<file path="config.mk">
export PLATFORM = sky130hd
export DESIGN_NAME = multilevel_feedback_scheduler
export DESIGN_NICKNAME = d
export VERILOG_FILES = /design/src/hw/rtl/mlfq_pkg.sv /design/src/hw/rtl/multilevel_feedback_scheduler.sv /design/src/hw/rtl/mlfq_ram.sv
export SDC_FILE = /design/constraint.sdc
export NUM_CORES = 2
export LEC_CHECK = 0
export BUFFER_PORTS_ARGS = -buffer_cell sky130_fd_sc_hd__buf_2
export CORE_MARGIN = 10
export CORE_UTILIZATION = 30
export CTS_BUF_LIST = sky130_fd_sc_hd__clkbuf_16
export DETAILED_ROUTE_END_ITERATION = 10
export PLACE_DENSITY_LB_ADDON = 0.3
export SLEW_MARGIN = 40
export SYNTH_ARGS = -nofsm -noshare
export SYNTH_HDL_FRONTEND = slang
export SYNTH_SLANG_ARGS = --single-unit
</file>
<file path="constraint.sdc">
create_clock -name i_clk -period 7.6 [get_ports i_clk]
set_clock_uncertainty 0.15 [all_clocks]
set_input_delay 0.38 -clock i_clk [delete_from_list [all_inputs] [get_ports i_clk]]
set_output_delay 0.38 -clock i_clk [all_outputs]
set_load 0.1 [all_outputs]
</file>
<file path="src/hw/rtl/mlfq_pkg.sv">
//------------------------------------------------------------------------------
// mlfq_pkg: shared types and constants of the multilevel feedback scheduler
// Holds level/queue sizes, entry layout and the sequencer state type.
//------------------------------------------------------------------------------
`default_nettype none
package mlfq_pkg;
    localparam int MAX_LEVELS  = 4;
    localparam int FIFO_DEPTH  = 16;
    localparam int LVL_W       = $clog2(MAX_LEVELS);
    localparam int PTR_W       = $clog2(FIFO_DEPTH);
    localparam int CNT_W       = $clog2(FIFO_DEPTH + 1);
    localparam int NL_W        = 3;
    localparam int ADDR_W      = LVL_W + PTR_W;
    localparam int DEPTH_ALL   = MAX_LEVELS * FIFO_DEPTH;

    localparam logic [0:0] REG_BASE_QUANTUM = 1'b0;
    localparam logic [0:0] REG_NUM_LEVELS   = 1'b1;
    localparam logic       MODE_ARRIVAL     = 1'b0;
    localparam logic       MODE_TICK        = 1'b1;

    typedef struct packed {
        logic [15:0] id;
        logic [15:0] rem;
        logic [15:0] used;
    } t_entry;

    typedef enum logic [2:0] {
        ST_IDLE,
        ST_DECIDE,
        ST_READ,
        ST_LOAD,
        ST_DONE
    } t_state;
endpackage
`default_nettype wire

</file>
<file path="src/hw/rtl/multilevel_feedback_scheduler.sv">
//------------------------------------------------------------------------------
// multilevel_feedback_scheduler: multilevel feedback queue task scheduler
//
// Input stream: tuser carries mode (0 queues a task at level 0, 1 advances
// the scheduler by one tick); tdata carries task_id and task_length. Every
// input item gives exactly one output item reporting the running task, a
// completion and a drop. Items are processed one at a time by a small
// sequencer around one entry memory. An arrival, or a tick that starts
// nothing, passes ST_DECIDE and ST_DONE before its result is registered; a
// tick that starts a queued task also passes ST_READ and ST_LOAD between
// them, as the memory read is registered. The next item is accepted no
// earlier than the cycle after the result is taken. o_s_tready is low while
// an item is in work or its result is not taken; a stalled receiver holds
// the result and the block. Queue writes land in the cycle after ST_DECIDE.
// Reset (synchronous, active low) empties all queues, clears the running
// task and restores base_quantum = 2, num_levels = 4.
// The entry memory needs no clearing: only written entries are ever read.
// Config writes are taken at any time but meant for idle periods.
//------------------------------------------------------------------------------
`default_nettype none
module multilevel_feedback_scheduler (
    input  wire logic        i_clk,
    input  wire logic        i_rst_n,
    input  wire logic        i_s_tvalid,
    output logic             o_s_tready,
    // [0] mode
    input  wire logic [0:0]  i_s_tuser,
    // [15:0] task_id, [31:16] task_length
    input  wire logic [31:0] i_s_tdata,
    output logic             o_m_tvalid,
    input  wire logic        i_m_tready,
    // [0] running_valid, [16:1] running_id, [17] finished_valid,
    // [33:18] finished_id, [34] dropped, [39:35] zero
    output logic [39:0]      o_m_tdata,
    input  wire logic        i_cfg_we,
    input  wire logic [0:0]  i_cfg_index,
    input  wire logic [7:0]  i_cfg_data
);
    localparam int L  = mlfq_pkg::MAX_LEVELS;
    localparam int LW = mlfq_pkg::LVL_W;
    localparam int PW = mlfq_pkg::PTR_W;
    localparam int CW = mlfq_pkg::CNT_W;

    mlfq_pkg::t_state r_state, n_state;

    logic [7:0]                 r_base;
    logic [mlfq_pkg::NL_W-1:0]  r_nl;
    logic [PW-1:0]              r_head  [L];
    logic [CW-1:0]              r_count [L];
    logic                       r_run_valid;
    logic [15:0]                r_run_id, r_run_rem, r_run_used;
    logic [LW-1:0]              r_run_level;
    logic                       r_preempt;
    logic                       r_mode;
    logic [15:0]                r_in_id, r_in_len;
    logic                       r_fin, r_drop;
    logic [15:0]                r_fin_id;
    logic [LW-1:0]              r_sel;
    logic                       r_out_valid;
    logic [39:0]                r_out_data;

    // memory port; the write is registered so a pop of the same slot reads
    // the old entry
    logic                       w_we, r_we;
    logic [mlfq_pkg::ADDR_W-1:0] w_waddr, w_raddr, r_waddr;
    mlfq_pkg::t_entry           w_wdata, w_rdata, r_wdata;

    mlfq_ram u_ram (
        .i_clk  (i_clk),
        .i_we   (r_we),
        .i_waddr(r_waddr),
        .i_wdata(r_wdata),
        .i_raddr(w_raddr),
        .o_rdata(w_rdata)
    );

    // levels in use, last level index
    logic [mlfq_pkg::NL_W-1:0] w_nl;
    logic [LW-1:0]             w_last;
    always_comb begin
        if (r_nl < 3'd2) begin
            w_nl = 3'd2;
        end else if (r_nl > 3'(L)) begin
            w_nl = 3'(L);
        end else begin
            w_nl = r_nl;
        end
        w_last = LW'(w_nl - 3'd1);
    end

    // priority pick over levels in use (few levels, independent compares)
    logic          w_any;
    logic [LW-1:0] w_pick;
    always_comb begin
        w_any  = 1'b0;
        w_pick = '0;
        for (int i = L - 1; i >= 0; i--) begin
            if (3'(i) < w_nl && r_count[i] != '0) begin
                w_any  = 1'b1;
                w_pick = LW'(i);
            end
        end
    end

    // tick arithmetic
    logic [15:0] w_used_inc;
    logic [15:0] w_rem_dec;
    logic [23:0] w_quantum;
    logic        w_finish, w_expired, w_below_last;
    logic [LW:0] w_target;
    always_comb begin
        w_used_inc   = (r_run_used == 16'hFFFF) ? r_run_used : r_run_used + 16'd1;
        w_rem_dec    = r_run_rem - 16'd1;
        w_finish     = (r_run_rem <= 16'd1);
        w_quantum    = {16'd0, r_base} << r_run_level;
        w_expired    = ({8'd0, w_used_inc} >= w_quantum);
        w_below_last = (r_run_level < w_last);
        w_target     = {1'b0, r_run_level} + 1'b1;
    end

    // decide: actions of one item, taken in ST_DECIDE
    typedef struct packed {
        logic          push;
        logic          front;
        logic [LW-1:0] lvl;
        logic          start;
    } t_act;
    t_act w_act;
    always_comb begin
        w_act = '0;
        if (r_mode == mlfq_pkg::MODE_ARRIVAL) begin
            w_act.push = (r_count[0] < CW'(mlfq_pkg::FIFO_DEPTH));
            w_act.lvl  = '0;
        end else if (!r_run_valid || w_finish) begin
            w_act.start = w_any;
        end else if (w_below_last) begin
            if (w_expired && w_any) begin
                // the pop comes first, so a full target that is also the
                // picked level still has room
                w_act.start = 1'b1;
                w_act.lvl   = LW'(w_target);
                w_act.push  = (w_target < (LW+1)'(L))
                           && ((r_count[LW'(w_target)] < CW'(mlfq_pkg::FIFO_DEPTH))
                               || (w_pick == LW'(w_target)));
            end else if (r_preempt && r_run_level != '0
                         && r_count[r_run_level] < CW'(mlfq_pkg::FIFO_DEPTH)) begin
                w_act.push  = 1'b1;
                w_act.front = 1'b1;
                w_act.lvl   = r_run_level;
                w_act.start = 1'b1;
            end
        end
    end

    logic w_s_acc, w_m_acc;
    assign w_s_acc = i_s_tvalid && o_s_tready;
    assign w_m_acc = r_out_valid && i_m_tready;

    // next state
    always_comb begin
        n_state = r_state;
        case (r_state)
            mlfq_pkg::ST_IDLE:   if (w_s_acc) n_state = mlfq_pkg::ST_DECIDE;
            mlfq_pkg::ST_DECIDE: n_state = w_act.start ? mlfq_pkg::ST_READ
                                                       : mlfq_pkg::ST_DONE;
            mlfq_pkg::ST_READ:   n_state = mlfq_pkg::ST_LOAD;
            mlfq_pkg::ST_LOAD:   n_state = mlfq_pkg::ST_DONE;
            mlfq_pkg::ST_DONE:   if (!r_out_valid || w_m_acc) n_state = mlfq_pkg::ST_IDLE;
            default:             n_state = mlfq_pkg::ST_IDLE;
        endcase
    end

    // outputs of the sequencer
    logic [PW-1:0] w_front_ptr;
    always_comb begin
        o_s_tready  = (r_state == mlfq_pkg::ST_IDLE) && !r_out_valid;
        w_front_ptr = r_head[w_act.lvl] - PW'(1);
        w_we        = (r_state == mlfq_pkg::ST_DECIDE) && w_act.push;
        w_waddr     = {w_act.lvl, w_act.front ? w_front_ptr
                                  : PW'(r_head[w_act.lvl] + PW'(r_count[w_act.lvl]))};
        w_wdata.id   = r_in_id;
        w_wdata.rem  = r_in_len;
        w_wdata.used = '0;
        if (r_mode != mlfq_pkg::MODE_ARRIVAL) begin
            w_wdata.id   = r_run_id;
            w_wdata.rem  = w_rem_dec;
            w_wdata.used = w_act.front ? w_used_inc : 16'd0;
        end
        w_raddr = {r_sel, r_head[r_sel]};
    end

    always_ff @(posedge i_clk) begin
        if (!i_rst_n) begin
            r_state     <= mlfq_pkg::ST_IDLE;
            r_base      <= 8'd2;
            r_nl        <= 3'd4;
            r_run_valid <= 1'b0;
            r_run_id    <= '0;
            r_run_rem   <= '0;
            r_run_used  <= '0;
            r_run_level <= '0;
            r_preempt   <= 1'b0;
            r_out_valid <= 1'b0;
            r_sel       <= '0;
            r_we        <= 1'b0;
            for (int i = 0; i < L; i++) begin
                r_head[i]  <= '0;
                r_count[i] <= '0;
            end
        end else begin
            r_state <= n_state;
            r_we    <= w_we;
            r_waddr <= w_waddr;
            r_wdata <= w_wdata;
            if (i_cfg_we) begin
                if (i_cfg_index == mlfq_pkg::REG_BASE_QUANTUM) r_base <= i_cfg_data;
                if (i_cfg_index == mlfq_pkg::REG_NUM_LEVELS)   r_nl   <= i_cfg_data[2:0];
            end
            if (w_m_acc && r_state != mlfq_pkg::ST_DONE) r_out_valid <= 1'b0;
            if (w_s_acc) begin
                r_mode   <= i_s_tuser[0];
                r_in_id  <= i_s_tdata[15:0];
                r_in_len <= i_s_tdata[31:16];
            end
            case (r_state)
                mlfq_pkg::ST_DECIDE: begin
                    r_sel <= w_pick;
                    if (w_act.push) begin
                        r_count[w_act.lvl] <= r_count[w_act.lvl] + CW'(1);
                        if (w_act.front) r_head[w_act.lvl] <= w_front_ptr;
                    end
                    if (r_mode == mlfq_pkg::MODE_ARRIVAL) begin
                        r_fin    <= 1'b0;
                        r_fin_id <= '0;
                        r_drop   <= !w_act.push;
                        if (w_act.push && r_run_valid && r_run_level != '0)
                            r_preempt <= 1'b1;
                    end else begin
                        r_preempt <= 1'b0;
                        r_fin     <= r_run_valid && w_finish;
                        r_fin_id  <= (r_run_valid && w_finish) ? r_run_id : 16'd0;
                        // only a demotion that finds no room drops here
                        r_drop    <= r_run_valid && !w_finish && w_act.start
                                     && !w_act.push;
                        if ((!r_run_valid || w_finish) && !w_any) begin
                            r_run_valid <= 1'b0;
                            r_run_id    <= '0;
                            r_run_rem   <= '0;
                            r_run_used  <= '0;
                            r_run_level <= '0;
                        end else if (r_run_valid) begin
                            r_run_used <= w_used_inc;
                            r_run_rem  <= w_finish ? 16'd0 : w_rem_dec;
                        end
                    end
                end
                mlfq_pkg::ST_READ: begin
                    r_head[r_sel]  <= r_head[r_sel] + PW'(1);
                    r_count[r_sel] <= r_count[r_sel] - CW'(1);
                end
                mlfq_pkg::ST_LOAD: begin
                    r_run_valid <= 1'b1;
                    r_run_id    <= w_rdata.id;
                    r_run_rem   <= w_rdata.rem;
                    r_run_used  <= w_rdata.used;
                    r_run_level <= r_sel;
                end
                mlfq_pkg::ST_DONE: begin
                    if (!r_out_valid || w_m_acc) begin
                        r_out_valid <= 1'b1;
                        r_out_data  <= {5'd0, r_drop, r_fin_id, r_fin,
                                        r_run_valid ? r_run_id : 16'd0, r_run_valid};
                    end
                end
                default: ;
            endcase
        end
    end

    assign o_m_tvalid = r_out_valid;
    assign o_m_tdata  = r_out_data;
endmodule
`default_nettype wire

</file>
<file path="src/hw/rtl/mlfq_ram.sv">
//------------------------------------------------------------------------------
// mlfq_ram: task entry memory of all level queues
// One write port, one read port with registered read data.
//------------------------------------------------------------------------------
`default_nettype none
module mlfq_ram (
    input  wire logic                        i_clk,
    input  wire logic                        i_we,
    input  wire logic [mlfq_pkg::ADDR_W-1:0] i_waddr,
    input  wire mlfq_pkg::t_entry            i_wdata,
    input  wire logic [mlfq_pkg::ADDR_W-1:0] i_raddr,
    output mlfq_pkg::t_entry                 o_rdata
);
    mlfq_pkg::t_entry r_mem [mlfq_pkg::DEPTH_ALL];

    always_ff @(posedge i_clk) begin
        if (i_we) begin
            r_mem[i_waddr] <= i_wdata;
        end
        o_rdata <= r_mem[i_raddr];
    end
endmodule
`default_nettype wire

</file>
### After elaboration in Yosys (flattened, before gate mapping)

Memories as Yosys holds them, arrays and structs flattened. A register that Yosys moved wholly into a read port is not among the register bits.
Cells that the tools add are included.

* bits in latches: 0
* register bits after elaboration: 210
* input port bits: 47
* RAM bits: 3108
* memories kept: 3
* ROM bits: 0

Memory list
* u_ram.r_mem: depth 64, bits a word 48, read ports 1, clocked after Yosys merged registers in 1, write ports 1, line mlfq_ram.sv:14 `mlfq_pkg::t_entry r_mem [mlfq_pkg::DEPTH_ALL];`
* r_count: depth 4, bits a word 5, read ports 8, clocked after Yosys merged registers in 2, write ports 4, line multilevel_feedback_scheduler.sv:49 `logic [CW-1:0] r_count [L];`
* r_head: depth 4, bits a word 4, read ports 2, clocked after Yosys merged registers in 1, write ports 4, line multilevel_feedback_scheduler.sv:48 `logic [PW-1:0] r_head [L];`

* $add $sub $neg: 9
* reductions and logical operators: 51
* muxes and demuxes: 86
* $mul: 0
* order comparisons: 13
* eq/ne operators: 12
* shifts and indexed selects: 1
* bitwise logic cells: 1
* divide/modulo/power cells: 0

Operators with widths (count)
* 2-to-1 mux 16 bit: 11
* case mux 16 bit (2 select lines): 3
* 2-to-1 mux 48 bit: 1
* 2-to-1 mux 1 bit: 37
* 2-to-1 mux 2 bit: 17
* >= comparator 16 x 24 -> 1 bit: 1
* left shift 8 x 2 -> 24 bit: 1
* logical AND 1 bit: 20
* 2-to-1 mux 5 bit: 4
* nonzero test 5 bit: 4
* 2-to-1 mux 3 bit: 6
* adder 16 x 1 -> 16 bit, second input constant: 1
* == test 16 bit, second input constant: 1
* less-or-equal comparator 16 x 1 -> 1 bit, second input constant: 1
* 2-to-1 mux 4 bit: 4
* AND reduction 2 bit: 8
* subtractor 16 x 1 -> 16 bit, second input constant: 1
* less-than comparator 5 bit, second input constant: 3
* case mux 3 bit (5 select lines): 1
* OR reduction 5 bit: 2
* AND reduction 3 bit: 3
* OR reduction 4 bit: 2
* == test 3 x 2 -> 1 bit, second input constant: 2
* less-than comparator 1 x 3 -> 1 bit, first input constant: 2
* 26 further kinds: 37

### Depth between registers and ports, before layout

* depth after elaboration: 24
* mapped depth: 28
* depth with buffers taken out: 27

### By module

Synthesis repeated with hierarchy kept, for this count alone.

* cells, all modules: 6003
* area total of the unflattened synthesis: 129170.1 µm²

Modules (own cells, without submodules)
* mlfq_ram: instances 1, area an instance 117128.6 µm², cells each 4970
* multilevel_feedback_scheduler: instances 1, area an instance 12041.5 µm², cells each 1033

### Least setup slack after synthesis

No wires, ideal clock.

* path type: reg2reg
* from: register r_run_used[0]
* to: register r_waddr[3] (netlist bit), data pin
* required time: 7186 ps
* arrival time: 5377 ps
* library setup time: 264 ps
* slack: 1809 ps
* buffers on the path: 1
* cell stages (with the launch flop): 29
* cells stage by stage: dfxtp_1 > ha_1 > nand3_2 > nor4_1 > nand2_1 > nand4_1 > inv_1 > nand3_1 > xor2_1 > inv_1 > ha_1 > o21a_1 > o211ai_1 > a31o_2 > a21oi_1 > o31ai_4 > nor2_1 > o21ai_2 > buf_2 > mux2_2 > inv_1 > ha_1 > maj3_1 > mux2i_1 > mux2_2 > maj3_2 > xor2_1 > a21oi_2 > xor2_1

* word-level cells in the longest chain between the ends: 11

RTL lines
* start, declared: line multilevel_feedback_scheduler.sv:51 `logic [15:0] r_run_id, r_run_rem, r_run_used;`
* start signal, assigned: line multilevel_feedback_scheduler.sv:252 `r_run_used <= w_used_inc;`
* start signal, assigned: line multilevel_feedback_scheduler.sv:265 `r_run_used <= w_rdata.used;`
* adder 16 x 1 -> 16 bit / == test 16 bit (equally long branches): line multilevel_feedback_scheduler.sv:112 `w_used_inc = (r_run_used == 16'hFFFF) ? r_run_used : r_run_used + 16'd1;`
* 2-to-1 mux 16 bit (*): line multilevel_feedback_scheduler.sv:112
* via w_used_inc[5]: line multilevel_feedback_scheduler.sv:106 `logic [15:0] w_used_inc;`
* >= comparator 16 x 24 -> 1 bit (*): line multilevel_feedback_scheduler.sv:116 `w_expired = ({8'd0, w_used_inc} >= w_quantum);`
* logical AND 1 bit (*): line multilevel_feedback_scheduler.sv:137 `if (w_expired && w_any) begin`
* 2-to-1 mux 3 bit: line multilevel_feedback_scheduler.sv:137
* 2-to-1 mux 5 bit (*): line multilevel_feedback_scheduler.sv:136 `end else if (w_below_last) begin`
* 2-to-1 mux 4 bit (*): line multilevel_feedback_scheduler.sv:134 `end else if (!r_run_valid || w_finish) begin`
* 2-to-1 mux 2 bit: line multilevel_feedback_scheduler.sv:131 `if (r_mode == mlfq_pkg::MODE_ARRIVAL) begin`
* memory read (4 x 4 bit) / memory read (4 x 5 bit) (equally long branches)
* adder 4 bit / subtractor 4 x 1 -> 4 bit (equally long branches): line multilevel_feedback_scheduler.sv:180, multilevel_feedback_scheduler.sv:177
* 2-to-1 mux 4 bit (*): line multilevel_feedback_scheduler.sv:179 `w_waddr = {w_act.lvl, w_act.front ? w_front_ptr`
* via w_waddr (one bit): line multilevel_feedback_scheduler.sv:65 `logic [mlfq_pkg::ADDR_W-1:0] w_waddr, w_raddr, r_waddr;`
* end signal, assigned: line multilevel_feedback_scheduler.sv:213 `r_waddr <= w_waddr;`
* end, declared: line multilevel_feedback_scheduler.sv:65

Mark *: on every way through the listed nets, which the timed path passes. The rest lies on a longest branch.
A chain may end at the register's enable or synchronous reset.

### Final worst setup path

* from: register r_run_used[3]
* to: register r_waddr[3] (netlist bit), data pin

Same word-level chain as after synthesis.

==> results summary <==
The flow ran to the end, and the final reports show no timing, DRC or antenna violations. The share of layout cells above drive strength 1 came out at about 28%. The type of origin of the critical path is a flip-flop.

The worst hold path terminates at r_in_len[4]$_DFFE_PP_. The worst register-to-register path begins at r_run_used[3]$_SDFFE_PN0P_. The post-synthesis sequential element count is about 3.4k. The initial detailed-routing violation count is between 8k and 9k.

The endpoint type of the worst setup path is a flip-flop. In the synthesized netlist the dominant register cell turns out to be sky130_fd_sc_hd__edfxtp_1. The required time reported for the critical path endpoint is between 8 and 9 ns. The maximum fanout along the worst path is 10. The sequential element share of the synthesized area came out at 76.71%. For this run, asynchronously set or reset flops after synthesis account for 0%.

At the pin with the least slew margin, the transition time is 0.9162 ns. The via count of the first global-routing pass came out at between 60k and 70k. The max-slew violation count is 0. The met2 global-route usage came out at ~25%.

The initial utilization of the core area, before any placement, comes to between 30% and 40%. After detailed routing, the number of remaining DRC violations is 0. The total power divided by cell area came out at roughly 260 nW/um2.

The net count of the finished layout came out at about 6.3k. The area of the mapped netlist came out at ~130000 um2. The area growth from synthesis to layout is 16.33%. In this run the number of H-tree levels came out at 5. The number of enable flip-flop cells after synthesis is roughly 3.2k. In the global route stage, overall resource usage came out at 15.63%. The number of nets with antenna violations after detailed routing is 0. The final cell area excluding filler cells is around 150000 um2. The clock reaches the later pin of the worst-skew pair after between 0.9 and 1 ns. The routed wire length is between 300000 and 400000 um. The arrival time at the worst endpoint is between 7 and 8 ns. TritonCTS built the clock tree. The average size of a mapped cell is approximately 23 um2.

The worst setup slack after layout is about 0.65 ns. Dividing the detail-routed via count by the number of cells gives about 5.2. The final instance count without filler cells came out at 12.21k.

The total area inside the core boundary comes to between 400000 and 500000 um2. The floorplan die height is ~680 um. The final sum of negative setup slack is 0 ns. The hold slack came out at roughly 0.08 ns. The iteration count of the initial detailed-routing pass is 5.

The tool flagged a number of max-cap violations equal to 0. The post-CTS clock slew at the launch and capture registers of the worst setup and hold paths came out at around 0.07 ns. The global routing's busiest layer is met2.

The post-cts resize count came out at 0. Setup repair after global routing left no endpoint under its margin. The delay of the slowest critical-path stage is 0.51 ns. The die is approximately 680 um wide. The headroom to the max-slew limit came out at about two fifths. After floorplanning, the core was divided into around 240 placement rows.

The met1 demand-to-capacity share in global routing came out at 22.31%. The count of endpoints failing hold in the final timing report came to 0. The final worst-path cycle share is about nine tenths. For this design, the slowest cell found on the critical path is sky130_fd_sc_hd__dfxtp_1. Counting the buffers created by CTS gives 341. The synthesized design spends more area on one cell type than any other, namely sky130_fd_sc_hd__edfxtp_1.

The path class of the lowest-slack min-delay path is input port to flip-flop. Counting I/O delays and the setup requirement, the final critical path takes just under 7 ns. The post-CTS setup buffer count came out at 0. The slack of the worst reg-to-reg path is ~0.65 ns. The startpoint identified for the worst hold timing path is i_s_tdata[20]. The number of top-level design ports is 89.

The last weighted congestion value of the routability-driven placer is 0.7807. The hold buffer count at cts came out at around 60. Global routing consumed, on the met3 layer, under 10% of the routing resources. Setup violations remaining at the end of the flow were counted as 0. The number of distinct library cell variants in the gate-level netlist after synthesis came out at 71. The maximum number of pins on one net before global-route repair came out at about 120.

The tree is rooted in a sky130_fd_sc_hd__clkbuf_16. The cell depth of the worst flop-to-flop path is 24. The synthesized netlist cell count is slightly below 6k. Ranked by total cell area, the synthesized netlist is headed by sky130_fd_sc_hd__edfxtp_1 75%, sky130_fd_sc_hd__mux4_2 15%, sky130_fd_sc_hd__mux2i_1 3.6%, sky130_fd_sc_hd__dfxtp_1 1.9%, sky130_fd_sc_hd__clkbuf_1 0.52%.

The top achievable clock speed is 143.8 MHz. The clock passes through at most 4 buffers. Dividing the detail-routed wire length by the instance count gives 30.54 um.

The clock net sink count came out at 3370. The count of buffers from port buffering came out at 83. The reported leakage power is 47.34 nW. The post-DP HPWL is ~200000 um. The kind of cell with the highest combined delay along the critical path is compound AO/OA/AOI/OAI gates.

Before CTS, the worst setup slack after placement is between 0.7 and 0.8 ns. The critical path goes through nand4_4, nor4_1, nand2_1, nand4_1, nor2_1, xnor2_1, inv_1, ha_1, a2111oi_0, a21oi_1, o31ai_4, nor2_1, o21ai_2, buf_4, mux2_2, inv_1, ha_1, maj3_1, mux2i_1, mux2_2, maj3_2, xor2_1, a21oi_2, xor2_1. The buffering stage count on the worst path with inverters included came out at 3. The placed cell count came out at 11.53k.

Counting instances, the worst hold path has a depth of 2. The final route contains roughly 63k vias. The capture instance of the worst register-to-register path is r_waddr[3]$_DFFE_PP_. The start-to-end type of the worst setup path is flip-flop to flip-flop. The area share of the leading cell type in the synthesized netlist came out at between 70% and 80%. The die area is 461200 um2. The overflow left after global routing is 0. The core occupancy in the finished layout came out at 35.11%.

The synthesis warning total came out at 0. The total chip power is around 40 mW. The number of antenna violations at the first check in global routing is 14. IR analysis of the VDD net gives a maximum drop of 187.1 uV. The first global-routing pass estimated approximately 520000 um of wire.

The post-place instance area is roughly 140000 um2.
-- layer usage --
metal	wire length, um	up-vias
met2	173400	2631
met4	11510	0
met1	161200	35033
met3	26760	564
met5	0	-
li1	-	25224
-- flip-flops by register name (all words and copies together), names as in the netlist, 20 cells and up, named ones only --
signal,count
o_m_tdata,35
r_wdata,48
u_ram.r_mem,3072
u_ram.o_rdata,48
r_count,20
-- layout make-up --
class                      instances  area (um2)
fill                           39735      280200
sequential                      3370       99990
multi-input combinational       2064       29390
clock buffer                     349        8733
tap                             5710        7144
timing repair buffer             408        3981
clock inverter                   265        2200
inverter                          39       146.4
antenna                            5       12.51
-- cell families after synthesis --
kind of cell	Yosys count	synth area share, %
adders and majority gates	27	0.2506
buffers and inverters	352	1.148
DFF	3370	76.71
muxes	1369	18.94
xor gates and xnor gates	39	0.2621
AOI/OAI and AO/OA	192	1.041
other	1	0.002878
and+or+nand+nor	432	1.641
-- synthesized netlist by cell type, drive strengths merged (3+ instances only) --
library cell / n
nand3: 29
buf: 133
mux2: 32
a21boi: 13
dfxtp: 122
o31ai: 6
o21ai: 31
clkbuf: 180
nor4: 10
edfxtp: 3248
maj3: 5
nor3b: 3
or4: 7
or3b: 3
nor3: 23
nand2b: 14
nand2: 98
mux2i: 463
xnor2: 27
inv: 39
a21oi: 41
and2: 47
o21a: 4
nor2: 135
nor2b: 38
and3: 6
mux4: 874
a31oi: 5
o211a: 24
xor2: 12
nand3b: 3
ha: 22
a22oi: 26
nand4: 9
o211ai: 26
-- power breakdown --
part	internal (mW)	switching, mW	total (mW)
registers	20.5	0.0822	20.5
clock network	9.55	7.11	16.7
logic	0.650	1.02	1.67
total	30.7	8.21	38.9
-- worst max-delay path by stage --
stage | startpoint | end | cells after the start
6_report | r_run_used[3]$_SDFFE_PN0P_ | r_waddr[3]$_DFFE_PP_ | 24
2_1_floorplan | r_run_used[0]$_SDFFE_PN0P_ | r_waddr[3]$_DFFE_PP_ | 28
3_3_place_gp | r_run_used[0]$_SDFFE_PN0P_ | r_waddr[3]$_DFFE_PP_ | 25
5_1_grt | r_run_used[0]$_SDFFE_PN0P_ | r_waddr[3]$_DFFE_PP_ | 25
3_5_place_dp | r_run_used[0]$_SDFFE_PN0P_ | r_waddr[3]$_DFFE_PP_ | 25
4_1_cts | r_run_used[3]$_SDFFE_PN0P_ | r_waddr[3]$_DFFE_PP_ | 24
-- cells in the final DEF, fill, tap and decap left out, types with 31 or more instances in the layout --
cell                            Yosys  final
sky130_fd_sc_hd__edfxtp_1        3248   3248
sky130_fd_sc_hd__mux4_2           874    870
sky130_fd_sc_hd__mux2i_1          463    463
sky130_fd_sc_hd__clkbuf_16          0    349
sky130_fd_sc_hd__buf_4              5    170
sky130_fd_sc_hd__dfxtp_1          122    118
sky130_fd_sc_hd__inv_1             39    114
sky130_fd_sc_hd__nand2_1           98     97
sky130_fd_sc_hd__buf_2             88     82
sky130_fd_sc_hd__nor2_1           135     74
sky130_fd_sc_hd__clkinv_1           0     69
sky130_fd_sc_hd__nor2_4             0     61
sky130_fd_sc_hd__dlygate4sd3_1      0     61
sky130_fd_sc_hd__clkinv_2           0     53
sky130_fd_sc_hd__and2_1            47     46
sky130_fd_sc_hd__a21oi_1           39     39
sky130_fd_sc_hd__nor2b_1           38     37
sky130_fd_sc_hd__bufinv_16          0     36
sky130_fd_sc_hd__buf_12             1     34
sky130_fd_sc_hd__mux2_2            31     31
Note: power is estimated with default switching activity, not from simulation.
